## src/esc_ram.sv

```systemverilog
// Generic single-port-write, registered-read RAM.
`timescale 1ns / 1ps
module esc_ram #(
  parameter int WIDTH = 8,
  parameter int DEPTH = 64
) (
  input  logic                     clk,
  input  logic                     we,
  input  logic [$clog2(DEPTH)-1:0] waddr,
  input  logic [WIDTH-1:0]         wdata,
  input  logic [$clog2(DEPTH)-1:0] raddr,
  output logic [WIDTH-1:0]         rdata
);
  logic [WIDTH-1:0] mem [DEPTH];

  always_ff @(posedge clk) begin
    if (we) begin
      mem[waddr] <= wdata;
    end
    rdata <= mem[raddr];
  end
endmodule

```

## config.mk

```make
export PLATFORM = sky130hd
export DESIGN_NAME = esc_ram
export DESIGN_NICKNAME = d
export VERILOG_FILES = /design/src/esc_ram.sv
export SDC_FILE = /design/constraint.sdc
export NUM_CORES = 1
export LEC_CHECK = 0
export BUFFER_PORTS_ARGS = -buffer_cell sky130_fd_sc_hd__buf_2
export CORE_MARGIN = 8
export CORE_UTILIZATION = 32
export CTS_CLUSTER_DIAMETER = 40
export DETAILED_ROUTE_END_ITERATION = 10
export PLACE_DENSITY = 0.46
export SLEW_MARGIN = 20
export SYNTH_ARGS = -nofsm -noshare
export SYNTH_HDL_FRONTEND = slang
export SYNTH_SLANG_ARGS = --single-unit
export TNS_END_PERCENT = 1
```

## constraint.sdc

```tcl
create_clock -name clk -period 4 [get_ports clk]
set_input_delay 0.8 -clock clk [delete_from_list [all_inputs] [get_ports clk]]
set_output_delay 0.8 -clock clk [all_outputs]
set_load 0.01 [all_outputs]
```

# Word-level counts from Yosys, hierarchy flattened
# Memories as Yosys holds them, arrays and structs flattened. A register that Yosys moved wholly into a read port is not among the register bits.
# Cells that the tools add are included.
[op_classes] n_addsub=0 multipliers=0 div=0 magnitude_cmp=0 eq_ne=0 shift=0 n_mux=2 n_bitwise=0 n_reduce_logical=0
[ops] op="1-bit 2-to-1 mux" count=2
[totals] reg_bits=0 latch_bits=0 ram_bits=512 romBits=0 memories=1
[mem_list] name="mem" depth=64 width=8 read_ports=1 rd_clocked_by_memory_dff=1 write_ports=1 line="14" source="logic [WIDTH-1:0] mem [DEPTH];"

# Depth between registers and ports, before layout
[depth] ltp_word=2 ltp_mapped=9 depth_no_buf=5

# Worst setup path after synthesis
# OpenSTA, ideal clock, no wires.
[synth_path] kind="input port to flip-flop" start="input port raddr[1]" end="register rdata[3] (read register of mem)" arrival_ns=2.340 slack_ns=1.532 cell_stages=7 path_buffers=3 cell_sequence="buf_4 -> buf_2 -> buf_2 -> mux4_2 -> mux4_2 -> o21ai_1 -> o41ai_1"
[synth_rtl] element="from (decl)" line="11" source="input logic [$clog2(DEPTH)-1:0] raddr,"
[synth_rtl] element="to (decl)" line="12" source="output logic [WIDTH-1:0] rdata"

==> metrics.txt <==
Syn Inst Count=940; status=completed; Max stage delay on crit path=0.72 ns; Seq cells post-synth=520; CP Class=in -> reg; crit path max fanout=37; largest net degree at the start of global routing=52; GPL Wtd Cong=0.774; crit-path cells=clkbuf_8 -> mux4_2 -> mux2_2 -> o221a_2 -> nor3_1 -> o32ai_1; Mapped Avg Cell Area=21.5 sq um; max layer used=met4; drt drc=0; Leak=7.72 nW; post_cts resized=0; Total Neg Setup Slack=0 ns; Yosys warnings=0; M1 WL=23300 um; R2R Setup Slk=1.50 ns; final period utilization=72.4%; Post-CTS Setup Bufs=0; fillers=5670; Tmin final=2.90 ns; arrival time worst endpoint=3.33 ns; TritonCTS buffer count=73; die width=267 um; initial antenna violation count=3; dpl cells=1860; Worst Hold Class=in -> reg; Post-synth ARST share=0%; initial core utilization=32.1%; antenna viol nets, final=0; final hold viol count=0; fin cells=1996; P&R area growth vs syn=20.2%; Crit path max-delay family=multiplexers; Initial DRC Count=865; Vias=9865; commonest non-fill, non-tap cell in the layout=edfxtp_1; vias in the first global route=10300; Clock transition at path regs=0.06 ns; worst skew pair latency=0.58 ns; Worst-Margin Slew=1.07 ns; clock sinks=520; Rows=92; Global Route Usage Sum=14.6%; WL met3=3050 um; layout cells sized above 1=33.0%; # hold bufs at CTS=0; global-route wire length before repair=75100 um; Root Buffer=clkbuf_16; worst clock skew=0.0144 ns; die height=267 um; maximum operating frequency=0.345 GHz; DR pass1 iterations=5; Rel. slew slack=28.7%; Vias/cell=4.94; Max clock buf depth=3; slowest CP cell=nor3_1; Avg WL per Cell=25.8 um; Met2 Wirelength=24300 um; Post-synth EDFFs=512; DP Wirelength=33000 um; Syn Nets=962; Peak VDD IR=0.350 mV; setup violators final=0; Critical Path RT=4.43 ns; I/O pins=30; TritonCTS clock tree=yes; sequential area share after synthesis=77.0%; Max Slew Vio Count=0; commonest non-fill, non-tap cells in the layout=512 x edfxtp_1, 126 x mux4_2, 94 x buf_4; core area=62700 sq um; startpoint types=input pin; global route total overflow=0; register cell area after layout=15500 sq um; PD cells=534 nW/um^2; RSZ-0062 raised after global routing=no; footprint of the multi-input gates=4320 sq um; I/O Buffers=29; unique cell type count in the Yosys netlist=40; MaxCap Viol Count=0; Synth Cell Area=20200 sq um; Nets=1111; most common flop cell mapped by yosys=edfxtp_1; routed wire length=51500 um; die area=71300 sq um; CP Buf/Inv Count=1; CP Capture Type=register; H-tree depth=3
-- synthesized netlist by cell type, drive strengths merged, types with 4 or more instances --
cell      n  area [sq um]
nand3    13          65.1
mux2     13           146
o21ai     4          20.0
mux4    126          2840
dfxtp     8           160
nor2     83           312
edfxtp  512         15400
nand2    19          71.3
a221oi    6          52.6
nand2b    7          43.8
clkbuf   17          63.8
o221ai    8          70.1
buf      34           253
nor3      7          35.0
a211oi    4          30.0
o22ai     8          50.1
mux2i    23           230
nor2b    14          87.6
-- cells by family (layout without fill, tap and decap cells) --
| kind of cell | count (synthesis) | count (layout) | share of synthesized area, % |
|---|---|---|---|
| other | 0 | 3 | 0 |
| and+or+nand+nor | 153 | 153 | 3.39 |
| buffers and inverters | 51 | 258 | 1.57 |
| AOI/OAI and AO/OA | 54 | 54 | 2.07 |
| DFF | 520 | 520 | 77.0 |
| muxes | 162 | 162 | 15.9 |
-- registers in the layout, summed over array words and instances (netlist names) --
register	flops
rdata	8
mem	512
-- metal layers --
layer	vias up	track usage (%)
met5	-	0
met2	260	23.0
met4	0	3.15
met3	77	3.41
li1	4257	-
met1	5271	20.6
-- report_power, final --
part	leakage, nW	switching [mW]	internal [mW]	total, mW
combinational	1.91	0.369	0.228	0.597
sequential	4.67	0.0225	6.04	6.06
clock	1.14	2.39	3.90	6.29
total	7.72	2.78	10.2	12.9
-- metrics by stage --
stage / power (mW) / hold slack, ns / setup WS, ns / area [sq um] / utilization, %
2_1_floorplan: 6.48 / 0.718 / 1.53 / 20200 / -
3_3_place_gp: 6.78 / 0.807 / 0.515 / 21800 / 34.8
3_5_place_dp: 6.78 / 0.809 / 0.540 / 21800 / 34.8
4_1_cts: 13.1 / 0.660 / 1.16 / 24200 / 38.6
5_1_grt: 13.3 / 0.682 / 1.03 / 24200 / 38.6
6_report: 12.9 / 0.685 / 1.10 / 24200 / 38.6
-- layout make-up --
| class | count | share of cell area (%) |
|---|---|---|
| clock inverters | 41 | 1.78 |
| repair buffers | 125 | 3.84 |
| diodes | 3 | 0.0310 |
| well taps | 846 | 4.37 |
| multi-input cells | 369 | 17.8 |
| clock buffers | 92 | 8.09 |
| flip-flops and latches | 520 | 64.1 |
-- path summary, 6_finish.rpt --
path | from | to | cells past startpoint
max reg2reg | mem[20][4] | rdata[4] | 5
max | raddr[0] | rdata[4] | 6
min reg2reg | mem[30][6] | rdata[6] | 3
min | raddr[5] | rdata[1] | 3
-- worst min-delay path: cells and delay by family --
kind	cells	cell delay, ns
buf+inv	1	0.24
compound gates	1	0.05
simple gates	1	0.11
(Power assumes the default switching activity.)
