### src/esc_pkg.sv
// Shared constants and types for the edge set with connectivity check.
`timescale 1ns / 1ps
package esc_pkg;
  localparam int MAX_NODES  = 64;
  localparam int NODE_W     = $clog2(MAX_NODES);
  localparam int CNT_W      = 8;
  localparam int NCOUNT_W   = 7;
  localparam int ECOUNT_W   = 13;
  localparam int IN_DATA_W  = 24;
  localparam int OUT_DATA_W = 40;

  localparam logic [2:0] CMD_ADD   = 3'd0;
  localparam logic [2:0] CMD_DEL   = 3'd1;
  localparam logic [2:0] CMD_NODE  = 3'd2;
  localparam logic [2:0] CMD_EDGE  = 3'd3;
  localparam logic [2:0] CMD_CONN  = 3'd4;

  // Control from the sequencer to the reachability sweep unit
  typedef struct packed {
    logic              start;  // clear reached set and change flag
    logic              pass;   // clear change flag for another pass
    logic              step;   // fold in one adjacency row
    logic [NODE_W-1:0] idx;    // row number being folded
  } sweep_ctl_t;
endpackage

### src/esc_sweep.sv
// Reachability sweep unit: grows a reached node set one adjacency row at a time.
`timescale 1ns / 1ps
module esc_sweep import esc_pkg::*; (
  input  logic                 clk,
  input  logic                 rst_n,
  input  sweep_ctl_t           ctl,
  input  logic [MAX_NODES-1:0] row,
  input  logic [MAX_NODES-1:0] present,
  output logic                 changed,
  output logic                 connected
);
  logic [MAX_NODES-1:0] reached_r, reached_nxt, idx_bit;
  logic                 changed_r, seed, cur;

  // Seed the set with the first present node met in the first pass
  always_comb begin
    idx_bit     = '0;
    idx_bit[ctl.idx] = 1'b1;
    seed        = (reached_r == '0) && present[ctl.idx];
    cur         = reached_r[ctl.idx] || seed;
    reached_nxt = reached_r;
    if (cur) begin
      reached_nxt = reached_nxt | row | idx_bit;
    end
    if ((row & reached_r) != '0) begin
      reached_nxt = reached_nxt | idx_bit;
    end
  end

  always_ff @(posedge clk) begin
    if (!rst_n) begin
      reached_r <= '0;
      changed_r <= 1'b0;
    end else if (ctl.start) begin
      reached_r <= '0;
      changed_r <= 1'b0;
    end else if (ctl.pass) begin
      changed_r <= 1'b0;
    end else if (ctl.step) begin
      reached_r <= reached_nxt;
      if (reached_nxt != reached_r) begin
        changed_r <= 1'b1;
      end
    end
  end

  assign changed   = changed_r;
  assign connected = (present & ~reached_r) == '0;
endmodule

### config.mk
export PLATFORM = sky130hd
export DESIGN_NAME = esc_sweep
export DESIGN_NICKNAME = d
export VERILOG_FILES = /design/src/esc_pkg.sv /design/src/esc_sweep.sv
export SDC_FILE = /design/constraint.sdc
export NUM_CORES = 1
export LEC_CHECK = 0
export ABC_AREA = 0
export BUFFER_PORTS_ARGS = -buffer_cell sky130_fd_sc_hd__buf_2
export CAP_MARGIN = 20
export CELL_PAD_IN_SITES_DETAIL_PLACEMENT = 1
export CELL_PAD_IN_SITES_GLOBAL_PLACEMENT = 2
export CORE_UTILIZATION = 27
export CTS_CLUSTER_SIZE = 12
export DETAILED_ROUTE_END_ITERATION = 6
export PLACE_DENSITY_LB_ADDON = 0.05
export SYNTH_ARGS = -nofsm -noshare
export SYNTH_HDL_FRONTEND = slang
export SYNTH_SLANG_ARGS = --single-unit
### constraint.sdc
create_clock -name clk -period 3.21 [get_ports clk]
set_clock_uncertainty 0.2 [all_clocks]
set_input_delay 0.321 -clock clk [delete_from_list [all_inputs] [get_ports clk]]
set_output_delay 0.321 -clock clk [all_outputs]
set_load 0.01 [all_outputs]
Yosys cells after proc, flatten, opt, wreduce, memory -nomap -nowiden
Index checks and enable logic that the tools add are counted.
{ "classes": {"magnitude_cmp": 2, "eq_ne": 1, "mux": 8, "bitwise": 8, "n_reduce_logical": 10} }
{ "op_table": {"columns": ["cell", "count"], "rows": [
  ["$or A64 B64 Y64", 3],
  ["$and A64 B64 Y64", 2],
  ["$logic_not A64 Y1", 2],
  ["$mux W64", 2],
  ["$ne A64 B64 Y1", 1],
  ["$not A64 Y64", 1],
  ["$reduce_bool A64 Y1", 1],
  ["$bmux W1 S6", 2],
  ["$lt A6 B7 Y1 const B", 1],
  ["$demux W1 S6", 1],
  ["$ge A6 B1 Y1 const B", 1],
  ["$reduce_and A2 Y1", 2],
  ["$mux W1", 3],
  ["$reduce_or A3 Y1", 1],
  ["$logic_and A1 B1 Y1", 2],
  ["$not A1 Y1", 2],
  ["$reduce_or A2 Y1", 1],
  ["$logic_or A1 B1 Y1", 1]
]} }
{ "word_totals": {"regBits": 65, "output_inout_bits": 2, "wordCells": 31} }

Longest topological paths before layout
{ "logic_depth": {"ltp_word": 10, "depth_mapped": 15, "mapped_depth_nobuf": 9} }

Least setup slack after synthesis
Ideal clock, no wire load.
{ "synth_path": {"path_kind": "input to register", "from": "in ctl[0] in the netlist's numbering", "to": "reg changed_r, in the netlist changed", "setup_ns": 0.120, "arrival_ns": 2.782, "t_required_ns": 2.890, "setup_slack_ns": 0.109, "stages": 12, "cell_sequence": "buf_4 > buf_6 > buf_6 > nand3b_1 > nor3_1 > or4_1 > nor4_1 > nand4_1 > or4_1 > a221oi_2 > a41oi_1 > o31a_1"} }
{ "synth_between": {"elab_chain_cells": 10, "word_cells_on_any_way": 17, "cone_classes": "order compare (2); eq/ne (1); mux (8); bitwise (2); reduce/logical (4)"} }
{ "synth_rtl": {"columns": ["element", "line", "text"], "rows": [
  ["start, declared", "esc_sweep.sv:6", "input sweep_ctl_t ctl,"],
  ["$lt A6 B7 Y1 (not written as such) or $ge A6 B1 Y1 (tied branches)", "esc_sweep.sv:18", "idx_bit[ctl.idx] = 1'b1;"],
  ["$logic_and A1 B1 Y1 (not written as such)", "esc_sweep.sv:18", null],
  ["$mux W1 (not written as such)", "esc_sweep.sv:18", null],
  ["$demux W1 S6", "esc_sweep.sv:18", null],
  ["$or A64 B64 Y64", "esc_sweep.sv:23", "reached_nxt = reached_nxt | row | idx_bit;"],
  ["$mux W64", "esc_sweep.sv:22", "if (cur) begin"],
  ["$or A64 B64 Y64", "esc_sweep.sv:26", "reached_nxt = reached_nxt | idx_bit;"],
  ["$mux W64 *", "esc_sweep.sv:25", "if ((row & reached_r) != '0) begin"],
  ["$ne A64 B64 Y1 *", "esc_sweep.sv:41", "if (reached_nxt != reached_r) begin"],
  ["$reduce_and A2 Y1 (no line) *", null, null],
  ["end signal, assigned", "esc_sweep.sv:33", "changed_r <= 1'b0;"],
  ["end signal, assigned", "esc_sweep.sv:38", "changed_r <= 1'b0;"],
  ["end signal, assigned", "esc_sweep.sv:42", "changed_r <= 1'b1;"],
  ["end, declared", "esc_sweep.sv:13", "logic changed_r, seed, cur;"]
]} }
Every way passes the cells marked *; elsewhere a longest branch is shown, timed or not. The select of a mux whose other input is x is not followed.
A chain may end at the register's enable or synchronous reset.

Final worst setup path
{ "layout_path": {"from": "reg reached_r[10]", "to": "reg changed_r, in the netlist changed"} }
{ "layout_between": {"elab_chain_cells": 8, "word_cells_on_any_way": 14, "cone_classes": "eq/ne (1); mux (4); bitwise (4); reduce/logical (5)"} }
{ "layout_rtl": {"columns": ["element", "line", "text"], "rows": [
  ["start, declared", "esc_sweep.sv:12", "logic [MAX_NODES-1:0] reached_r, reached_nxt, idx_bit;"],
  ["start signal, assigned", "esc_sweep.sv:40", "reached_r <= reached_nxt;"],
  ["$bmux W1 S6 or $logic_not A64 Y1 (tied branches)", "esc_sweep.sv:20, esc_sweep.sv:19", null],
  ["$mux W1 (not written as such) or $logic_and A1 B1 Y1 (tied branches)", "esc_sweep.sv:20, esc_sweep.sv:19", null],
  ["$logic_or A1 B1 Y1", "esc_sweep.sv:20", "cur = reached_r[ctl.idx] || seed;"],
  ["$mux W64", "esc_sweep.sv:22", null],
  ["$or A64 B64 Y64", "esc_sweep.sv:26", null],
  ["$mux W64", "esc_sweep.sv:25", null],
  ["$ne A64 B64 Y1 *", "esc_sweep.sv:41", null],
  ["$reduce_and A2 Y1 (no line) *", null, null]
]} }
Marked as above.

==> impl_metrics.ini <==
[synth]
async_reset_ff_share_pct = 0
ys_seq_area_share_pct = 21.64
netlist_area_mm2 = 0.006015
yosys_warnings = 0
syn-instance-count = 842
synth-edff-count = 0
synth_cell_types = 69
synth_ff_type = dfxtp_1
synth_fp_nets = 981
synth.avg_cell_area_um2 = 7.143
ys_ff_latch = 65

[critical_path]
worstSetupPathType = register to register
r2r-start = reached_r[10]
path_cells = mux4_2 > and2_1 > a211oi_2 > a211o_1 > a211oi_4 > buf_12 > buf_4 > o21ai_2 > o21bai_1 > or4_1 > o31a_1
end_kind = register
worstPathRequired_ps = 3250
reg2reg_depth = 11
rrSetupSlack_ps = 50
crit_start = reached_r[10]
worst-endpoint-arrival_ps = 3190
cpPeakStageDelay_ps = 530
crit_fanout = 16
r2r_end = changed
cp_slowest_cell = or4_1
startpoint_type = register

[sta]
max_freq_mhz = 316.6
setup_ws_ps = 51.32
setup_violations = 0
max_slew.worst_pin.slew_ps = 940.7
hold_viol_final = 0
final_max_slew_viol_count = 0
period_minus_slack_ps = 3159
fin_crit_sh_pct = 98.40
tns_ps = 0
slew_headroom_pct = 36.81

[placement]
hpwl_um = 38690
pre_cts_ws_ps = -394.9
portBuffers = 140
place_area_mm2 = 0.008666
place.gp.congestion = 1.075

[grt]
grt-ovfl-total = 0
grtUsageTotal_pct = 41.41
grt_pass1_wl_um = 65670
antenna_found_initial = 1
grt_pass1_vias = 9221
grt_max_degree = 47

[floorplanning]
dieArea_mm2 = 0.02288
core_area_mm2 = 0.02182
row_count = 54
die_y_um = 151.3
die_width_um = 151.3
start_util_pct = 27.56
io_pins = 141

[power_and_ir_drop]
p_leak_nw = 4.056
powerDensity_mw_per_mm2 = 382.5
total_power_mw = 3.560
vdd_ir_drop_max_mv = 0.2469

[clock_tree]
cts_tree = yes
path_clk_slew_ps = 60
cts_sinks = 65
clk_latency_ps = 360
cts_root_buf = clkbuf_16
cts_buffer_depth = 2
h-tree-depth = 3
numCtsBuffers = 9

[layout]
multi_input_area_mm2 = 0.004169
seqCellArea_mm2 = 0.001321
drive_gt1_share_pct = 39.19
area_delta_synth_final_pct = 54.75
nets = 1295
fillers = 2700
final_util_pct = 42.65
fin_area_mm2 = 0.009308

[route]
wl_um = 47030
dr.first_iter.drc_count = 1146
vias = 9182
first_pass_iters = 5
antenna_left = 0
vias_per_cell = 6.359
wl_per_cell_um = 32.57
drc = 0

[hold_path]
holdPathEnd = changed
hold_start = ctl[7]
hold_class = input pin to register
hold_path_depth = 3

[outcome]
status = finished clean

[job]
max_cap_violations = 0
==> through the flow <==
stage,instances,hold slack [ps]
after global placement,1418,336.5
after floorplan,842,279.7
after CTS,1437,80.85
after global routing,1441,95.35
after detailed placement,1418,351.5
final,1444,84.79
==> cells by family (layout without fill, tap and decap cells) <==
kind of cell,count (synthesis),after routing,share of synthesized area [%]
compound gates,335,335,39.44
simple gates,238,238,20.47
buf+inv,173,492,12.11
flops,65,65,21.64
mux,31,31,6.345
other cells,0,3,0
==> placed cells by master, fill, tap and decap left out, types with 6 or more instances in the layout <==
master,Yosys,final
nor3_1,31,30
a21oi_1,76,75
buf_12,0,19
or3b_2,6,6
nand2_1,37,37
o22ai_1,63,63
a221oi_2,1,7
nor2_1,76,75
nand4_1,13,13
nor4_1,23,17
nand2b_1,9,8
dfxtp_1,65,53
a221oi_1,41,34
o32ai_1,32,32
a22o_1,27,27
clkbuf_16,0,9
o2bb2ai_1,8,8
mux2_2,6,6
mux2i_1,19,19
nor4_2,0,6
buf_2,21,138
inv_1,104,104
o21ai_1,5,6
dfxtp_2,0,10
o21ai_0,21,19
nand3b_1,6,6
buf_4,2,210
o31ai_1,21,21
==> synthesized netlist by cell type (7+ instances only) <==
cell type / n / share of area [%]
inv_1: 104 / 6.5
a21oi_1: 76 / 6.3
nor2_1: 76 / 4.7
dfxtp_1: 65 / 22
o22ai_1: 63 / 6.6
a221oi_1: 41 / 6.0
clkbuf_1: 38 / 2.4
nand2_1: 37 / 2.3
o32ai_1: 32 / 4.7
nor3_1: 31 / 2.6
a22o_1: 27 / 3.9
nor4_1: 23 / 2.4
buf_2: 21 / 1.7
o21ai_0: 21 / 1.7
o31ai_1: 21 / 2.6
mux2i_1: 19 / 3.2
nand4_1: 13 / 1.4
nand2b_1: 9 / 0.94
o2bb2ai_1: 8 / 1.2
or4_1: 7 / 0.87
==> worst max path at each step <==
stage	to	slack (ps)	depth (start not counted)
2_1_floorplan	changed	110	12
3_3_place_gp	changed	-350	12
3_5_place_dp	changed	-390	12
4_1_cts	changed	6	9
5_1_grt	reached_r[45]	-3	12
6_report	changed	50	11
==> layer usage <==
layer / vias up / share of wire (%) / GRT usage [%]
li1: 3873 / - / -
met1: 4538 / 40 / 52.93
met2: 618 / 42 / 61.83
met3: 153 / 10 / 8.434
met4: 0 / 7.3 / 29.00
met5: - / 0 / 0
==> flip-flops by register name, indices dropped and copies added, names as in the netlist <==
register	flops
reached_r	64
changed	1
==> timing repair <==
| item | 4_1_cts | 5_1_grt |
|---|---|---|
| gates resized for setup | 12 | 38 |
| pin swaps | 1 | 15 |
| endpoints found under the hold margin | 0 | 0 |
| setup buffers | 3 | 5 |
| cloned | 0 | 0 |
| setup endpoints to repair | 2 | 57 |
| hold buffers | 0 | 0 |
==> critical path, delay by kind of cell (launching register included) <==
| kind | cells | cell delay [ps] |
|---|---|---|
| mux | 1 | 470 |
| simple gates | 2 | 710 |
| flops | 1 | 370 |
| buf+inv | 2 | 340 |
| compound gates | 6 | 940 |
==> where the power goes <==
group	switching, mW	total [mW]	internal [mW]
clock	0.430	1.29	0.864
combinational	0.801	1.40	0.604
sequential	0.0357	0.862	0.827
==> final cells by class <==
class	count	area share (%)
clock inverters	6	1.479
multi-input cells	604	44.79
clock buffers	10	2.568
flip-flops and latches	65	14.20
diodes	3	0.08066
well taps	280	3.764
inverters	105	4.234
repair buffers	371	28.89
(Power assumes the default switching activity.)
